### src/rtl/stack_calculator_core_assert.svh
// assertion helpers shared by the calculator modules
`ifndef STACK_CALCULATOR_CORE_ASSERT_SVH
`define STACK_CALCULATOR_CORE_ASSERT_SVH

// property that must hold at every clock edge out of reset
`define SC_ASSERT(name, prop, msg) \
  name: assert property (@(posedge clk_i) disable iff (!rst_ni) (prop)) else $error(msg);

// condition in one cycle implies a condition in the next
`define SC_ASSERT_NEXT(name, ante, cons, msg) \
  name: assert property (@(posedge clk_i) disable iff (!rst_ni) (ante) |=> (cons)) \
    else $error(msg);

`endif

### src/rtl/scalc_pkg.sv
package scalc_pkg;

  localparam int DATA_W          = 32;
  localparam int FRAC_W          = 16;
  localparam int DEPTH_W         = 5;
  localparam int MODE_W          = 3;
  localparam int STATUS_W        = 2;
  localparam int MAG_W           = DATA_W + FRAC_W;
  localparam int MUL_STEPS       = DATA_W;
  localparam int DIV_STEPS       = MAG_W;
  localparam int STEP_W          = $clog2(DIV_STEPS);
  localparam int STACK_DEPTH_DEF = 16;

  typedef enum logic [MODE_W-1:0] {
    MODE_PUSH = 3'd0,
    MODE_POP  = 3'd1,
    MODE_MUL  = 3'd2,
    MODE_DIV  = 3'd3,
    MODE_ADD  = 3'd4,
    MODE_SUB  = 3'd5,
    MODE_PEEK = 3'd6
  } mode_e;

  typedef enum logic [STATUS_W-1:0] {
    STAT_OK        = 2'd0,
    STAT_UNDERFLOW = 2'd1,
    STAT_OVERFLOW  = 2'd2,
    STAT_DIVZERO   = 2'd3
  } status_e;

  typedef struct packed {
    logic                     start;
    mode_e                    op;
    logic signed [DATA_W-1:0] a;
    logic signed [DATA_W-1:0] b;
  } alu_req_t;

  typedef struct packed {
    logic                     busy;
    logic                     done;
    logic signed [DATA_W-1:0] result;
  } alu_rsp_t;

endpackage

### src/rtl/scalc_ram.sv
module scalc_ram #(
  parameter int WIDTH = 32,
  parameter int DEPTH = 16
) (
  input  logic                               clk_i,
  input  logic                               we_i,
  input  logic [((DEPTH > 1) ? $clog2(DEPTH) : 1)-1:0] waddr_i,
  input  logic [WIDTH-1:0]                   wdata_i,
  input  logic                               re_i,
  input  logic [((DEPTH > 1) ? $clog2(DEPTH) : 1)-1:0] raddr_i,
  output logic [WIDTH-1:0]                   rdata_o
);

  logic [WIDTH-1:0] mem_q [DEPTH];
  logic [WIDTH-1:0] rdata_q;

  always_ff @(posedge clk_i) begin
    if (we_i) begin
      mem_q[waddr_i] <= wdata_i;
    end
    if (re_i) begin
      rdata_q <= mem_q[raddr_i];
    end
  end

  assign rdata_o = rdata_q;

endmodule

### src/rtl/scalc_alu.sv
`include "stack_calculator_core_assert.svh"

module scalc_alu (
  input  logic                clk_i,
  input  logic                rst_ni,
  input  scalc_pkg::alu_req_t req_i,
  output scalc_pkg::alu_rsp_t rsp_o
);

  import scalc_pkg::*;

  localparam int SUM_W = DATA_W + 2;

  typedef enum logic [2:0] {
    AS_IDLE = 3'b001,
    AS_STEP = 3'b010,
    AS_FIN  = 3'b100
  } alu_state_e;

  alu_state_e               state_q, state_d;
  mode_e                    op_q, op_d;
  logic                     neg_q, neg_d;
  logic [DATA_W-1:0]        ma_q, ma_d;
  logic [DATA_W-1:0]        mb_q, mb_d;
  logic [DATA_W-1:0]        hi_q, hi_d;
  logic [MAG_W-1:0]         lo_q, lo_d;
  logic [STEP_W-1:0]        cnt_q, cnt_d;
  logic                     done_q, done_d;
  logic signed [DATA_W-1:0] result_q, result_d;

  logic [SUM_W-1:0]  add_x, add_y, add_sum;
  logic              add_sub;
  logic [DATA_W-1:0] abs_a, abs_b;
  logic [STEP_W-1:0] last_step;
  logic [MAG_W-1:0]  mag;
  logic              div_ge;

  assign abs_a = req_i.a[DATA_W-1] ? DATA_W'(-req_i.a) : DATA_W'(req_i.a);
  assign abs_b = req_i.b[DATA_W-1] ? DATA_W'(-req_i.b) : DATA_W'(req_i.b);

  // one adder serves add/subtract, the multiply accumulate and the divide trial
  always_comb begin
    add_x   = '0;
    add_y   = '0;
    add_sub = 1'b0;
    unique case (state_q)
      AS_IDLE: begin
        add_x   = SUM_W'(req_i.a);
        add_y   = SUM_W'(req_i.b);
        add_sub = (req_i.op == MODE_SUB);
      end
      AS_STEP: begin
        if (op_q == MODE_MUL) begin
          add_x = {2'b00, hi_q};
          add_y = lo_q[0] ? {2'b00, ma_q} : '0;
        end else begin
          add_x   = {1'b0, hi_q, lo_q[MAG_W-1]};
          add_y   = {2'b00, mb_q};
          add_sub = 1'b1;
        end
      end
      AS_FIN: begin
        add_x = '0;
      end
      default: begin
        add_x = '0;
      end
    endcase
    add_sum = add_x + (add_sub ? ~add_y : add_y) + SUM_W'(add_sub);
  end

  assign div_ge    = !add_sum[SUM_W-1];
  assign last_step = (op_q == MODE_MUL) ? STEP_W'(MUL_STEPS - 1) : STEP_W'(DIV_STEPS - 1);
  assign mag       = (op_q == MODE_MUL) ? {hi_q, lo_q[DATA_W-1:FRAC_W]} : lo_q;

  always_comb begin
    state_d  = state_q;
    op_d     = op_q;
    neg_d    = neg_q;
    ma_d     = ma_q;
    mb_d     = mb_q;
    hi_d     = hi_q;
    lo_d     = lo_q;
    cnt_d    = cnt_q;
    done_d   = 1'b0;
    result_d = result_q;
    unique case (state_q)
      AS_IDLE: begin
        if (req_i.start) begin
          case (req_i.op) inside
            MODE_ADD, MODE_SUB: begin
              // sum fits in 33 bits, saturate when bits 32 and 31 disagree
              if (add_sum[DATA_W] != add_sum[DATA_W-1]) begin
                result_d = add_sum[DATA_W] ? {1'b1, {(DATA_W-1){1'b0}}}
                                           : {1'b0, {(DATA_W-1){1'b1}}};
              end else begin
                result_d = add_sum[DATA_W-1:0];
              end
              done_d = 1'b1;
            end
            default: begin
              op_d    = req_i.op;
              neg_d   = req_i.a[DATA_W-1] ^ req_i.b[DATA_W-1];
              ma_d    = abs_a;
              mb_d    = abs_b;
              hi_d    = '0;
              cnt_d   = '0;
              lo_d    = (req_i.op == MODE_MUL) ? MAG_W'(abs_b) : {abs_a, {FRAC_W{1'b0}}};
              state_d = AS_STEP;
            end
          endcase
        end
      end
      AS_STEP: begin
        if (op_q == MODE_MUL) begin
          hi_d = add_sum[DATA_W:1];
          lo_d = {{FRAC_W{1'b0}}, add_sum[0], lo_q[DATA_W-1:1]};
        end else begin
          hi_d = div_ge ? add_sum[DATA_W-1:0] : {hi_q[DATA_W-2:0], lo_q[MAG_W-1]};
          lo_d = {lo_q[MAG_W-2:0], div_ge};
        end
        cnt_d = cnt_q + STEP_W'(1);
        if (cnt_q == last_step) begin
          state_d = AS_FIN;
        end
      end
      AS_FIN: begin
        // sign and saturate the magnitude, truncation toward zero is kept
        if (neg_q) begin
          if (mag > MAG_W'({1'b1, {(DATA_W-1){1'b0}}})) begin
            result_d = {1'b1, {(DATA_W-1){1'b0}}};
          end else begin
            result_d = -$signed(mag[DATA_W-1:0]);
          end
        end else begin
          if (mag > MAG_W'({1'b0, {(DATA_W-1){1'b1}}})) begin
            result_d = {1'b0, {(DATA_W-1){1'b1}}};
          end else begin
            result_d = mag[DATA_W-1:0];
          end
        end
        done_d  = 1'b1;
        state_d = AS_IDLE;
      end
      default: begin
        state_d = AS_IDLE;
      end
    endcase
  end

  always_ff @(posedge clk_i or negedge rst_ni) begin
    if (!rst_ni) begin
      state_q <= AS_IDLE;
      done_q  <= 1'b0;
      cnt_q   <= '0;
    end else begin
      state_q <= state_d;
      done_q  <= done_d;
      cnt_q   <= cnt_d;
    end
  end

  always_ff @(posedge clk_i) begin
    op_q     <= op_d;
    neg_q    <= neg_d;
    ma_q     <= ma_d;
    mb_q     <= mb_d;
    hi_q     <= hi_d;
    lo_q     <= lo_d;
    result_q <= result_d;
  end

  assign rsp_o.busy   = (state_q != AS_IDLE);
  assign rsp_o.done   = done_q;
  assign rsp_o.result = result_q;

  `SC_ASSERT(a_start_when_idle, req_i.start |-> state_q == AS_IDLE, "alu started while busy")
  `SC_ASSERT(a_step_bound, state_q == AS_STEP |-> cnt_q <= last_step, "step count overran")
  `SC_ASSERT_NEXT(a_step_to_fin, state_q == AS_STEP && cnt_q == last_step,
                  state_q == AS_FIN, "iteration did not finish")

endmodule

### src/rtl/stack_calculator_core.sv
// Q16.16 stack calculator: each request carries a mode and an operand and yields one
// response with the new top of stack (zero when empty), the depth and a status. Requests
// are taken one at a time: push, peek, a pop that leaves the stack empty or an error
// go straight to the reply state, a pop that reloads the top goes through a load state,
// and arithmetic goes through fetch and calc states. Multiply and divide go through one
// shared shift/add unit at one bit per cycle (32 product bits, 48 quotient
// bits); the stack lives in a RAM with one registered read port, and the top entry is
// held in a register so that at most one RAM read is needed per request. A response that
// waits at the output does not block acceptance of the next request.
`include "stack_calculator_core_assert.svh"

module stack_calculator_core #(
  parameter int STACK_DEPTH = scalc_pkg::STACK_DEPTH_DEF
) (
  input  logic                                   clk_i,
  input  logic                                   rst_ni,
  input  logic                                   s_axis_tvalid,
  output logic                                   s_axis_tready,
  input  logic [scalc_pkg::DATA_W-1:0]           s_axis_tdata,  // [31:0] operand
  input  logic [scalc_pkg::MODE_W-1:0]           s_axis_tuser,  // [2:0] mode
  output logic                                   m_axis_tvalid,
  input  logic                                   m_axis_tready,
  output logic [39:0]                            m_axis_tdata,  // [31:0] top_value, [36:32] depth
  output logic [scalc_pkg::STATUS_W-1:0]         m_axis_tuser   // [1:0] status
);

  import scalc_pkg::*;

  localparam int AW = (STACK_DEPTH > 1) ? $clog2(STACK_DEPTH) : 1;
  localparam int CW = $clog2(STACK_DEPTH + 1);

  typedef enum logic [4:0] {
    ST_IDLE  = 5'b00001,
    ST_FETCH = 5'b00010,
    ST_CALC  = 5'b00100,
    ST_LOAD  = 5'b01000,
    ST_REPLY = 5'b10000
  } state_e;

  state_e                   state_q, state_d;
  mode_e                    mode_q, mode_d;
  logic [CW-1:0]            count_q, count_d;
  logic signed [DATA_W-1:0] top_q, top_d;
  status_e                  status_q, status_d;

  logic                     out_valid_q, out_valid_d;
  logic [DATA_W-1:0]        out_top_q, out_top_d;
  logic [DEPTH_W-1:0]       out_depth_q, out_depth_d;
  status_e                  out_status_q, out_status_d;

  logic              ram_we, ram_re;
  logic [AW-1:0]     ram_waddr, ram_raddr;
  logic [DATA_W-1:0] ram_wdata, ram_rdata;

  alu_req_t alu_req;
  alu_rsp_t alu_rsp;

  logic          in_acc;
  mode_e         in_mode;
  logic [CW-1:0] count_m2;
  logic [31:0]   count_ext;

  assign s_axis_tready = (state_q == ST_IDLE);
  assign in_acc        = s_axis_tvalid && s_axis_tready;
  assign in_mode       = mode_e'(s_axis_tuser);
  assign count_m2      = count_q - CW'(2);
  assign count_ext     = 32'(count_q);

  scalc_ram #(
    .WIDTH (DATA_W),
    .DEPTH (STACK_DEPTH)
  ) u_stack_ram (
    .clk_i   (clk_i),
    .we_i    (ram_we),
    .waddr_i (ram_waddr),
    .wdata_i (ram_wdata),
    .re_i    (ram_re),
    .raddr_i (ram_raddr),
    .rdata_o (ram_rdata)
  );

  scalc_alu u_alu (
    .clk_i  (clk_i),
    .rst_ni (rst_ni),
    .req_i  (alu_req),
    .rsp_o  (alu_rsp)
  );

  always_comb begin
    state_d      = state_q;
    mode_d       = mode_q;
    count_d      = count_q;
    top_d        = top_q;
    status_d     = status_q;
    out_valid_d  = out_valid_q && !m_axis_tready;
    out_top_d    = out_top_q;
    out_depth_d  = out_depth_q;
    out_status_d = out_status_q;
    ram_we       = 1'b0;
    ram_waddr    = count_m2[AW-1:0];
    ram_wdata    = top_q;
    ram_re       = 1'b0;
    ram_raddr    = count_m2[AW-1:0];
    alu_req      = '{start: 1'b0, op: mode_q, a: ram_rdata, b: top_q};

    unique case (state_q)
      ST_IDLE: begin
        if (in_acc) begin
          mode_d   = in_mode;
          status_d = STAT_OK;
          state_d  = ST_REPLY;
          case (in_mode) inside
            MODE_PUSH: begin
              if (count_q == CW'(STACK_DEPTH)) begin
                status_d = STAT_OVERFLOW;
              end else begin
                ram_we    = 1'b1;
                ram_waddr = count_q[AW-1:0];
                ram_wdata = s_axis_tdata;
                top_d     = s_axis_tdata;
                count_d   = count_q + CW'(1);
              end
            end
            MODE_POP: begin
              if (count_q == '0) begin
                status_d = STAT_UNDERFLOW;
              end else begin
                count_d = count_q - CW'(1);
                // the entry below the old top becomes the new top
                if (count_q >= CW'(2)) begin
                  ram_re  = 1'b1;
                  state_d = ST_LOAD;
                end
              end
            end
            MODE_MUL, MODE_DIV, MODE_ADD, MODE_SUB: begin
              if (count_q < CW'(2)) begin
                status_d = STAT_UNDERFLOW;
              end else if (in_mode == MODE_DIV && top_q == '0) begin
                status_d = STAT_DIVZERO;
              end else begin
                ram_re  = 1'b1;
                state_d = ST_FETCH;
              end
            end
            default: begin
              status_d = STAT_OK;
            end
          endcase
        end
      end
      ST_FETCH: begin
        alu_req.start = 1'b1;
        state_d       = ST_CALC;
      end
      ST_CALC: begin
        if (alu_rsp.done) begin
          ram_we    = 1'b1;
          ram_wdata = alu_rsp.result;
          top_d     = alu_rsp.result;
          count_d   = count_q - CW'(1);
          state_d   = ST_REPLY;
        end
      end
      ST_LOAD: begin
        top_d   = ram_rdata;
        state_d = ST_REPLY;
      end
      ST_REPLY: begin
        if (!out_valid_q || m_axis_tready) begin
          out_valid_d  = 1'b1;
          out_top_d    = (count_q == '0) ? '0 : top_q;
          out_depth_d  = count_ext[DEPTH_W-1:0];
          out_status_d = status_q;
          state_d      = ST_IDLE;
        end
      end
      default: begin
        state_d = ST_IDLE;
      end
    endcase
  end

  always_ff @(posedge clk_i or negedge rst_ni) begin
    if (!rst_ni) begin
      state_q     <= ST_IDLE;
      count_q     <= '0;
      out_valid_q <= 1'b0;
    end else begin
      state_q     <= state_d;
      count_q     <= count_d;
      out_valid_q <= out_valid_d;
    end
  end

  always_ff @(posedge clk_i) begin
    mode_q       <= mode_d;
    top_q        <= top_d;
    status_q     <= status_d;
    out_top_q    <= out_top_d;
    out_depth_q  <= out_depth_d;
    out_status_q <= out_status_d;
  end

  assign m_axis_tvalid = out_valid_q;
  assign m_axis_tdata  = {3'b000, out_depth_q, out_top_q};
  assign m_axis_tuser  = out_status_q;

  `SC_ASSERT(a_depth_bound, count_q <= CW'(STACK_DEPTH), "stack count beyond depth")
  `SC_ASSERT(a_ready_alu_idle, s_axis_tready |-> !alu_rsp.busy, "ready while alu busy")
  `SC_ASSERT(a_done_in_calc, alu_rsp.done |-> state_q == ST_CALC, "alu result unexpected")
  `SC_ASSERT_NEXT(a_push_grows,
                  in_acc && in_mode == MODE_PUSH && count_q < CW'(STACK_DEPTH),
                  count_q == $past(count_q) + CW'(1), "push did not grow stack")

endmodule
### config.mk
export PLATFORM = sky130hd
export DESIGN_NAME = stack_calculator_core
export DESIGN_NICKNAME = d
export VERILOG_FILES = /design/src/rtl/scalc_pkg.sv /design/src/rtl/scalc_ram.sv /design/src/rtl/scalc_alu.sv /design/src/rtl/stack_calculator_core.sv
export VERILOG_INCLUDE_DIRS = /design/src /design/src/rtl
export SDC_FILE = /design/constraint.sdc
export NUM_CORES = 1
export LEC_CHECK = 0
export BUFFER_PORTS_ARGS = -buffer_cell sky130_fd_sc_hd__buf_2
export CORE_MARGIN = 4
export CORE_UTILIZATION = 45
export CTS_CLUSTER_SIZE = 30
export DETAILED_ROUTE_END_ITERATION = 6
export GPL_TIMING_DRIVEN = 0
export PLACE_DENSITY_LB_ADDON = 0.3
export SYNTH_ARGS = -nofsm -noshare
export SYNTH_HDL_FRONTEND = slang
export SYNTH_SLANG_ARGS = --single-unit
export TNS_END_PERCENT = 50
### constraint.sdc
create_clock -name clk_i -period 8.01 [get_ports clk_i]
set_input_delay 0.801 -clock clk_i [delete_from_list [all_inputs] [get_ports clk_i]]
set_output_delay 0.801 -clock clk_i [all_outputs]
set_load 0.01 [all_outputs]
Word-level counts from Yosys, hierarchy flattened
Memories as Yosys holds them, arrays and structs flattened. A register that Yosys moved wholly into a read port is not among the register bits.
Cells that the tools add are included.
{ "totals": {"regBits": 277, "ramBits": 512, "input_bits": 39, "output_inout_bits": 44, "word_cells": 184, "n_memories": 1} }
{ "mem_list": {"columns": ["name", "depth", "width", "rd", "rd_clocked_by_memory_dff", "write_ports", "line", "rtl"], "rows": [
  ["u_stack_ram.mem_q", 16, 32, 1, 1, 1, "scalc_ram.sv:14", "logic [WIDTH-1:0] mem_q [DEPTH];"]
]} }
{ "op_classes": {"addsub": 9, "magnitude_cmp": 4, "n_eq_ne": 30, "mux": 94, "bitwise_logic": 3, "n_reduce_logical": 24} }
{ "op_table": {"columns": ["op", "n"], "rows": [
  ["two-way mux 32 bit", 18],
  ["two-way mux 48 bit", 5],
  ["one-hot mux 32 bit (2 select lines)", 3],
  ["one-hot mux 34 bit (2 select lines)", 2],
  ["negation 32 bit", 3],
  ["one-hot mux 32 bit (3 select lines)", 1],
  ["one-hot mux 48 bit (2 select lines)", 1],
  ["two-way mux 5 bit", 16],
  ["two-way mux 34 bit", 2],
  ["> comparator 48 x 31 -> 1 bit, second input constant", 1],
  ["> comparator 48 x 32 -> 1 bit, second input constant", 1],
  ["adder 34 x 1 -> 34 bit", 1],
  ["adder 34 bit", 1],
  ["NOT 34 bit", 1],
  ["two-way mux 33 bit", 1],
  ["zero test 32 bit", 1],
  ["one-hot mux 5 bit (5 select lines)", 1],
  ["two-way mux 1 bit", 22],
  ["two-way mux 6 bit", 3],
  ["two-way mux 4 bit", 4],
  ["== test 3 x 2 -> 1 bit, second input constant", 5],
  ["== test 3 bit, second input constant", 5],
  ["AND reduction 3 bit", 5],
  ["two-way mux 2 bit", 6],
  ["36 further kinds", 55]
]} }

Depth between registers and ports, before layout
{ "logic_depth": {"depth_word": 12, "mapped_depth": 24, "ltp_nobuf": 16} }

Cells and area by module
From an unflattened synthesis, not the netlist that was laid out.
{ "hier_totals": {"cells_unflattened": 2963, "hier_area_um2": 39509.1} }
{ "modules_own_cells": {"columns": ["mod", "instances", "cells_per_inst", "area_per_inst_um2", "seq_area_each_um2"], "rows": [
  ["scalc_ram", 1, 838, 20155.6, 16335.7],
  ["scalc_alu", 1, 1573, 14241.2, 5656.7],
  ["stack_calculator_core", 1, 552, 5112.4, 2558.7]
]} }

Worst setup path before layout
No wires, ideal clock.
{ "synth_timing": {"path_type": "reg2reg", "from": "reg u_alu.state_q[0]", "to": "reg u_alu.ma_q[0], enable pin", "setup_time_ps": 604, "t_arrival_ps": 6334, "required_ps": 7406, "slack_ps": 1072, "path_stages_with_launch": 3, "n_path_buf": 0, "synth_period_minus_slack_ps": 6938, "cell_sequence": "dfstp_2 > or3b_2 > nor3b_1"} }
{ "synth_via": {"elab_chain_len": 2} }
{ "synth_rtl": {"columns": ["element", "line", "rtl"], "rows": [
  ["start, declared", "scalc_alu.sv:20", "alu_state_e state_q, state_d;"],
  ["start signal, assigned", "scalc_alu.sv:157", "state_q <= state_d;"],
  ["== test 3 x 1 -> 1 bit", "scalc_alu.sv:87", "unique case (state_q)"],
  ["AND reduction 3 bit (no line)", null, null],
  ["end signal, assigned", "scalc_alu.sv:166", "ma_q <= ma_d;"],
  ["end, declared", "scalc_alu.sv:23", "logic [DATA_W-1:0] ma_q, ma_d;"]
]} }
No other way between the ends.
A chain may end at the register's enable or synchronous reset.

Worst setup path in the final report
{ "layout_timing": {"from": "reg u_alu.op_q[0]", "to": "reg u_alu.result_q[7], data pin"} }
{ "layout_via": {"elab_chain_len": 12, "word_cells_on_any_way": 24, "classes_between": "add/sub (3); order compare (2); eq/ne (2); mux (16); bitwise (1)"} }
{ "layout_rtl": {"columns": ["element", "line", "rtl"], "rows": [
  ["start, declared", "scalc_alu.sv:21", "mode_e op_q, op_d;"],
  ["start signal, assigned", "scalc_alu.sv:164", "op_q <= op_d;"],
  ["== test 3 x 2 -> 1 bit (*)", "scalc_alu.sv:53, scalc_alu.sv:74", null],
  ["two-way mux 34 bit", "scalc_alu.sv:53", "if (op_q == MODE_MUL) begin"],
  ["one-hot mux 34 bit (2 select lines)", "scalc_alu.sv:46", "unique case (state_q)"],
  ["NOT 34 bit", "scalc_alu.sv:69", "add_sum = add_x + (add_sub ? ~add_y : add_y) + SUM_W'(add_sub);"],
  ["two-way mux 34 bit", "scalc_alu.sv:69", null],
  ["adder 34 bit", "scalc_alu.sv:69", null],
  ["adder 34 x 1 -> 34 bit", "scalc_alu.sv:69", null],
  ["two-way mux 32 bit or inequality test 1 bit (tied branches)", "scalc_alu.sv:94, scalc_alu.sv:93", null],
  ["two-way mux 32 bit", "scalc_alu.sv:93", "if (add_sum[DATA_W] != add_sum[DATA_W-1]) begin"],
  ["two-way mux 32 bit", "scalc_alu.sv:90", "case (req_i.op) inside"],
  ["two-way mux 32 bit", "scalc_alu.sv:89", "if (req_i.start) begin"],
  ["one-hot mux 32 bit (2 select lines) (*)", "scalc_alu.sv:87", null],
  ["named net u_alu.result_d[7]", "scalc_alu.sv:29", "logic signed [DATA_W-1:0] result_q, result_d;"],
  ["end signal, assigned", "scalc_alu.sv:170", "result_q <= result_d;"],
  ["end, declared", "scalc_alu.sv:29", null]
]} }
The timed path passes the listed nets; every way through them passes the cells marked *. The select of a mux whose other input is x is not followed.

==> impl_results.md <==
* Status: complete, but fails checks
* Failing checks: design-rule violations
* Root Driver: clkbuf_16
* Detailed Place HPWL at 100 mm
* Fmax at roughly 130 MHz
* Largest net degree at the start of global routing at 34
* Mux cell area share after synthesis at 0.130
* Worst EP arrival at roughly 8.3 ns
* Top FF cell, synth: edfxtp_1
* RSZ-0062 raised after global routing: false
* Synth cell types at a little over 80
* WS Path Type: flip-flop to flip-flop
* Die Height at between 300 and 400 um
* Crit path time final at 7.96 ns
* Worst Max-Slew Pin Slew at about 1.4 ns
* CP max FO at 10
* Yosys reg bits at 821
* Area Growth Syn to Fin at 14.3%
* Final count of hold timing violations at 0
* Biggest area consumer among synthesized cells: edfxtp_1
* Mapped cell area at between 0.03 and 0.04 mm2
* CP Cell Sequence: nor3b_2 -> buf_6 -> clkbuf_1 -> clkbuf_1 -> nor2_1 -> clkbuf_1 -> a222oi_1 -> xnor2_1 -> ha_1 -> and3_1 -> a221oi_2 -> o21ai_0 -> a22oi_2 -> buf_4 -> o21a_1 -> a2bb2oi_1 -> and2_1 -> inv_1 -> ha_1 -> o21a_1 -> clkbuf_2 -> a21oi_1
* Xor and xnor fraction of the mapped netlist area at 0.0274
* Post-layout util at 0.520
* First-pass GRT wire length at approximately 190 mm
* CTS Buf Count at 86
* Largest family of logic cells by synthesized area: multiplexers
* Top post-synthesis cells by area: edfxtp_1, mux4_2, mux2i_1
* Post-synthesis area per instance at between 10 and 15 um2
* Clock Skew at slightly above 0.04 ns
* Crit-path slowest cell: clkbuf_1
* Fin crit share at 0.994
* Synth Area in Simple Gates at 0.0820
* Clock transition at path regs at around 0.070 ns
* CTS tree: yes
* 1st-pass router iterations at 7
* Die area at just over 0.09 mm2
* GRT Overall Usage at 0.283
* # clock sinks at just over 800
* Final RePlAce weighted congestion at 1.01
* Initial antenna violation count at 13
* Vias at between 20,000 and 30,000
* Overflow after GRT at 0
* Starting density of the core at 0.455
* Most common cell in the netlist: edfxtp_1
* Cells after Synth at 2,803
* First DRT Iteration DRCs at 3,576
* Final Non-Filler Cells at 4,233
* Port bufs at just under 80
* Nets at 3,089
* Clk_lat worst skew at roughly 0.67 ns
* Routed vias/inst at ~6.5
* Cell mode on critical path: clkbuf_1
* Adder-Cell Fraction of Synth Area at 0.0144
* Layout cells sized above 1 at 0.168
* Pins Over Slew Limit at 0
* Final WL at approximately 130 mm
* Maxcap violations at 0
* Vias in the first global route at around 27,000
* DR WL/cell at between 30 and 40 um
* Number of top-level pins at 83
* H-tree levels at 3
* Worst Path Buf+Inv at 7
* Crit end category: flip-flop
* CP peak stage delay at roughly 0.58 ns
* CP top delay family: compound AO/OA/AOI/OAI gates
* Die X-Extent at 305 um
* Slew Limit Headroom at 0.0550
* DRC at 19
* Hold buffers post-CTS at 0
* FFs w/ async S/R, synth at 0.0256
* Placed cells at slightly above 4,000
* Yosys Warn Count at 0
* Clock buffer depth at 3
* Row count at around 110
* Sequential area share after synthesis at 0.619
* Critical Path RT at around 8.4 ns
* Worst hold path type: input pin to async pin
* Startpoint Class: flip-flop
* # setup viols final at 0
* Top cell types by occurrence after synthesis: edfxtp_1, nand2_1, mux4_2
* R2r setup slk at around 0.049 ns
* Compound-Gate Fraction of Synth Area at 0.103
* Final ANT Viol Nets at 0
* Post-synth EDFFs at 800
* Core Box Area at ~0.087 mm2
* Yosys top cell area share at 0.606
==> through the flow <==
step	hold WS (ns)	TNS, ns	worst slack [ns]	area [um2]
detailed placement	0.417	-63.03	-1.49	42200
global placement	0.411	-329.71	-1.76	41500
global route	0.149	0	0.0228	45300
floorplan	0.400	0	1.07	39700
CTS	0.116	0	0.110	45300
finish	0.118	0	0.0486	45300
==> cells in the final DEF, fill, tap and decap left out, drive strengths merged, types with 10 or more instances in the layout <==
cell type	netlist	final
a211oi	28	28
a21o	22	22
a21oi	115	115
a222oi	43	43
a31oi	16	16
a32o	16	16
a32oi	14	14
and2	31	31
and3	10	10
buf	40	150
clkbuf	155	262
clkinv	0	35
dfrtp	19	19
edfxtp	800	800
ha	44	44
inv	48	53
mux2	22	22
mux2i	131	131
mux4	160	160
nand2	241	241
nand2b	27	27
nand3	31	31
nand4	18	18
nor2	125	125
nor2b	33	33
nor3	40	40
nor3b	11	11
nor4	21	21
o211ai	51	51
o21ai	141	141
o221ai	14	14
o31ai	31	31
o41ai	13	13
or3	29	29
or4	18	18
xnor2	106	106
xor2	18	18
==> worst reg2reg max path, cell delays in order, from the launching register on <==
cell and delay (ns):
edfxtp_1 0.40, nor3b_2 0.21, buf_6 0.19, clkbuf_1 0.54, clkbuf_1 0.58, nor2_1 0.39, clkbuf_1 0.36, a222oi_1 0.55
xnor2_1 0.16, ha_1 0.41, and3_1 0.25, a221oi_2 0.45, o21ai_0 0.32, a22oi_2 0.26, buf_4 0.19, o21a_1 0.19
a2bb2oi_1 0.34, and2_1 0.24, inv_1 0.06, ha_1 0.35, o21a_1 0.33, clkbuf_2 0.31, a21oi_1 0.56
==> state kept, by name, summed over array words and instances (netlist names) <==
name / count
mode_q: 3
m_axis_tvalid: 1
u_alu.lo_q: 48
u_alu.ma_q: 32
u_alu.mb_q: 32
u_alu.done_q: 1
state_q: 5
u_stack_ram.rdata_o: 32
m_axis_tuser: 2
u_alu.op_q: 3
out_depth_q: 5
u_alu.neg_q: 1
u_alu.result_q: 32
u_alu.hi_q: 32
u_alu.cnt_q: 6
out_top_q: 32
u_alu.state_q: 3
top_q: 32
u_stack_ram.mem_q: 512
count_q: 5
status_q: 2
==> layout make-up <==
class                      instances  area [um2]
inverter                          48         180
antenna                            4        10.0
clock buffer                     105        2250
fill                            7190       41800
sequential                       821       24600
clock inverter                    52         611
multi-input combinational       1741       14500
buffer                           194         766
tap                             1155        1450
timing repair buffer             113         981
==> routing by layer <==
metal / vias to the layer above / global-route usage / share of wire / wire (um)
li1: 11600 / - / - / -
met1: 13900 / 0.367 / 0.37 / 50200
met2: 1700 / 0.467 / 0.48 / 64400
met3: 352 / 0.0479 / 0.093 / 12500
met4: 2 / 0.133 / 0.055 / 7390
met5: - / 0 / 0.000097 / 13
==> final timing paths <==
check / to / start / cells past startpoint
min in group clk_i: state_q[0]$_DFFE_PN1P_ / s_axis_tvalid / 2
min reg2reg: m_axis_tuser[1]$_DFFE_PP_ / status_q[1]$_DFFE_PP_ / 0
max reg2reg: u_alu.result_q[7]$_DFFE_PP_ / u_alu.op_q[0]$_DFFE_PP_ / 22
max in group asynchronous: u_alu.state_q[0]$_DFFE_PN1P_ / rst_ni / 1
min: state_q[2]$_DFFE_PN0P_ / rst_ni / 1
max: u_alu.result_q[7]$_DFFE_PP_ / u_alu.op_q[0]$_DFFE_PP_ / 22
==> repair_timing <==
item / 4_1_cts / 5_1_grt
setup buffers: 0 / 1
pin swaps: 1 / 1
resized for setup: 35 / 6
hold endpoints to repair: 0 / 0
setup endpoints to repair: 65 / 31
==> kinds of logic (layout without fill, tap and decap cells) <==
logic type,after synthesis,after routing
multiplexers,313,313
other,1,7
AO/OA/AOI/OAI,594,594
AND/OR/NAND/NOR,662,662
adder cells (fa/ha/maj),45,45
XOR/XNOR,124,124
buffers and inverters,243,512
flip-flops,821,821
Power is left out: the tool's default activity adds up to more than one toggle a clock period on the data nets, which glitch-free logic cannot reach.
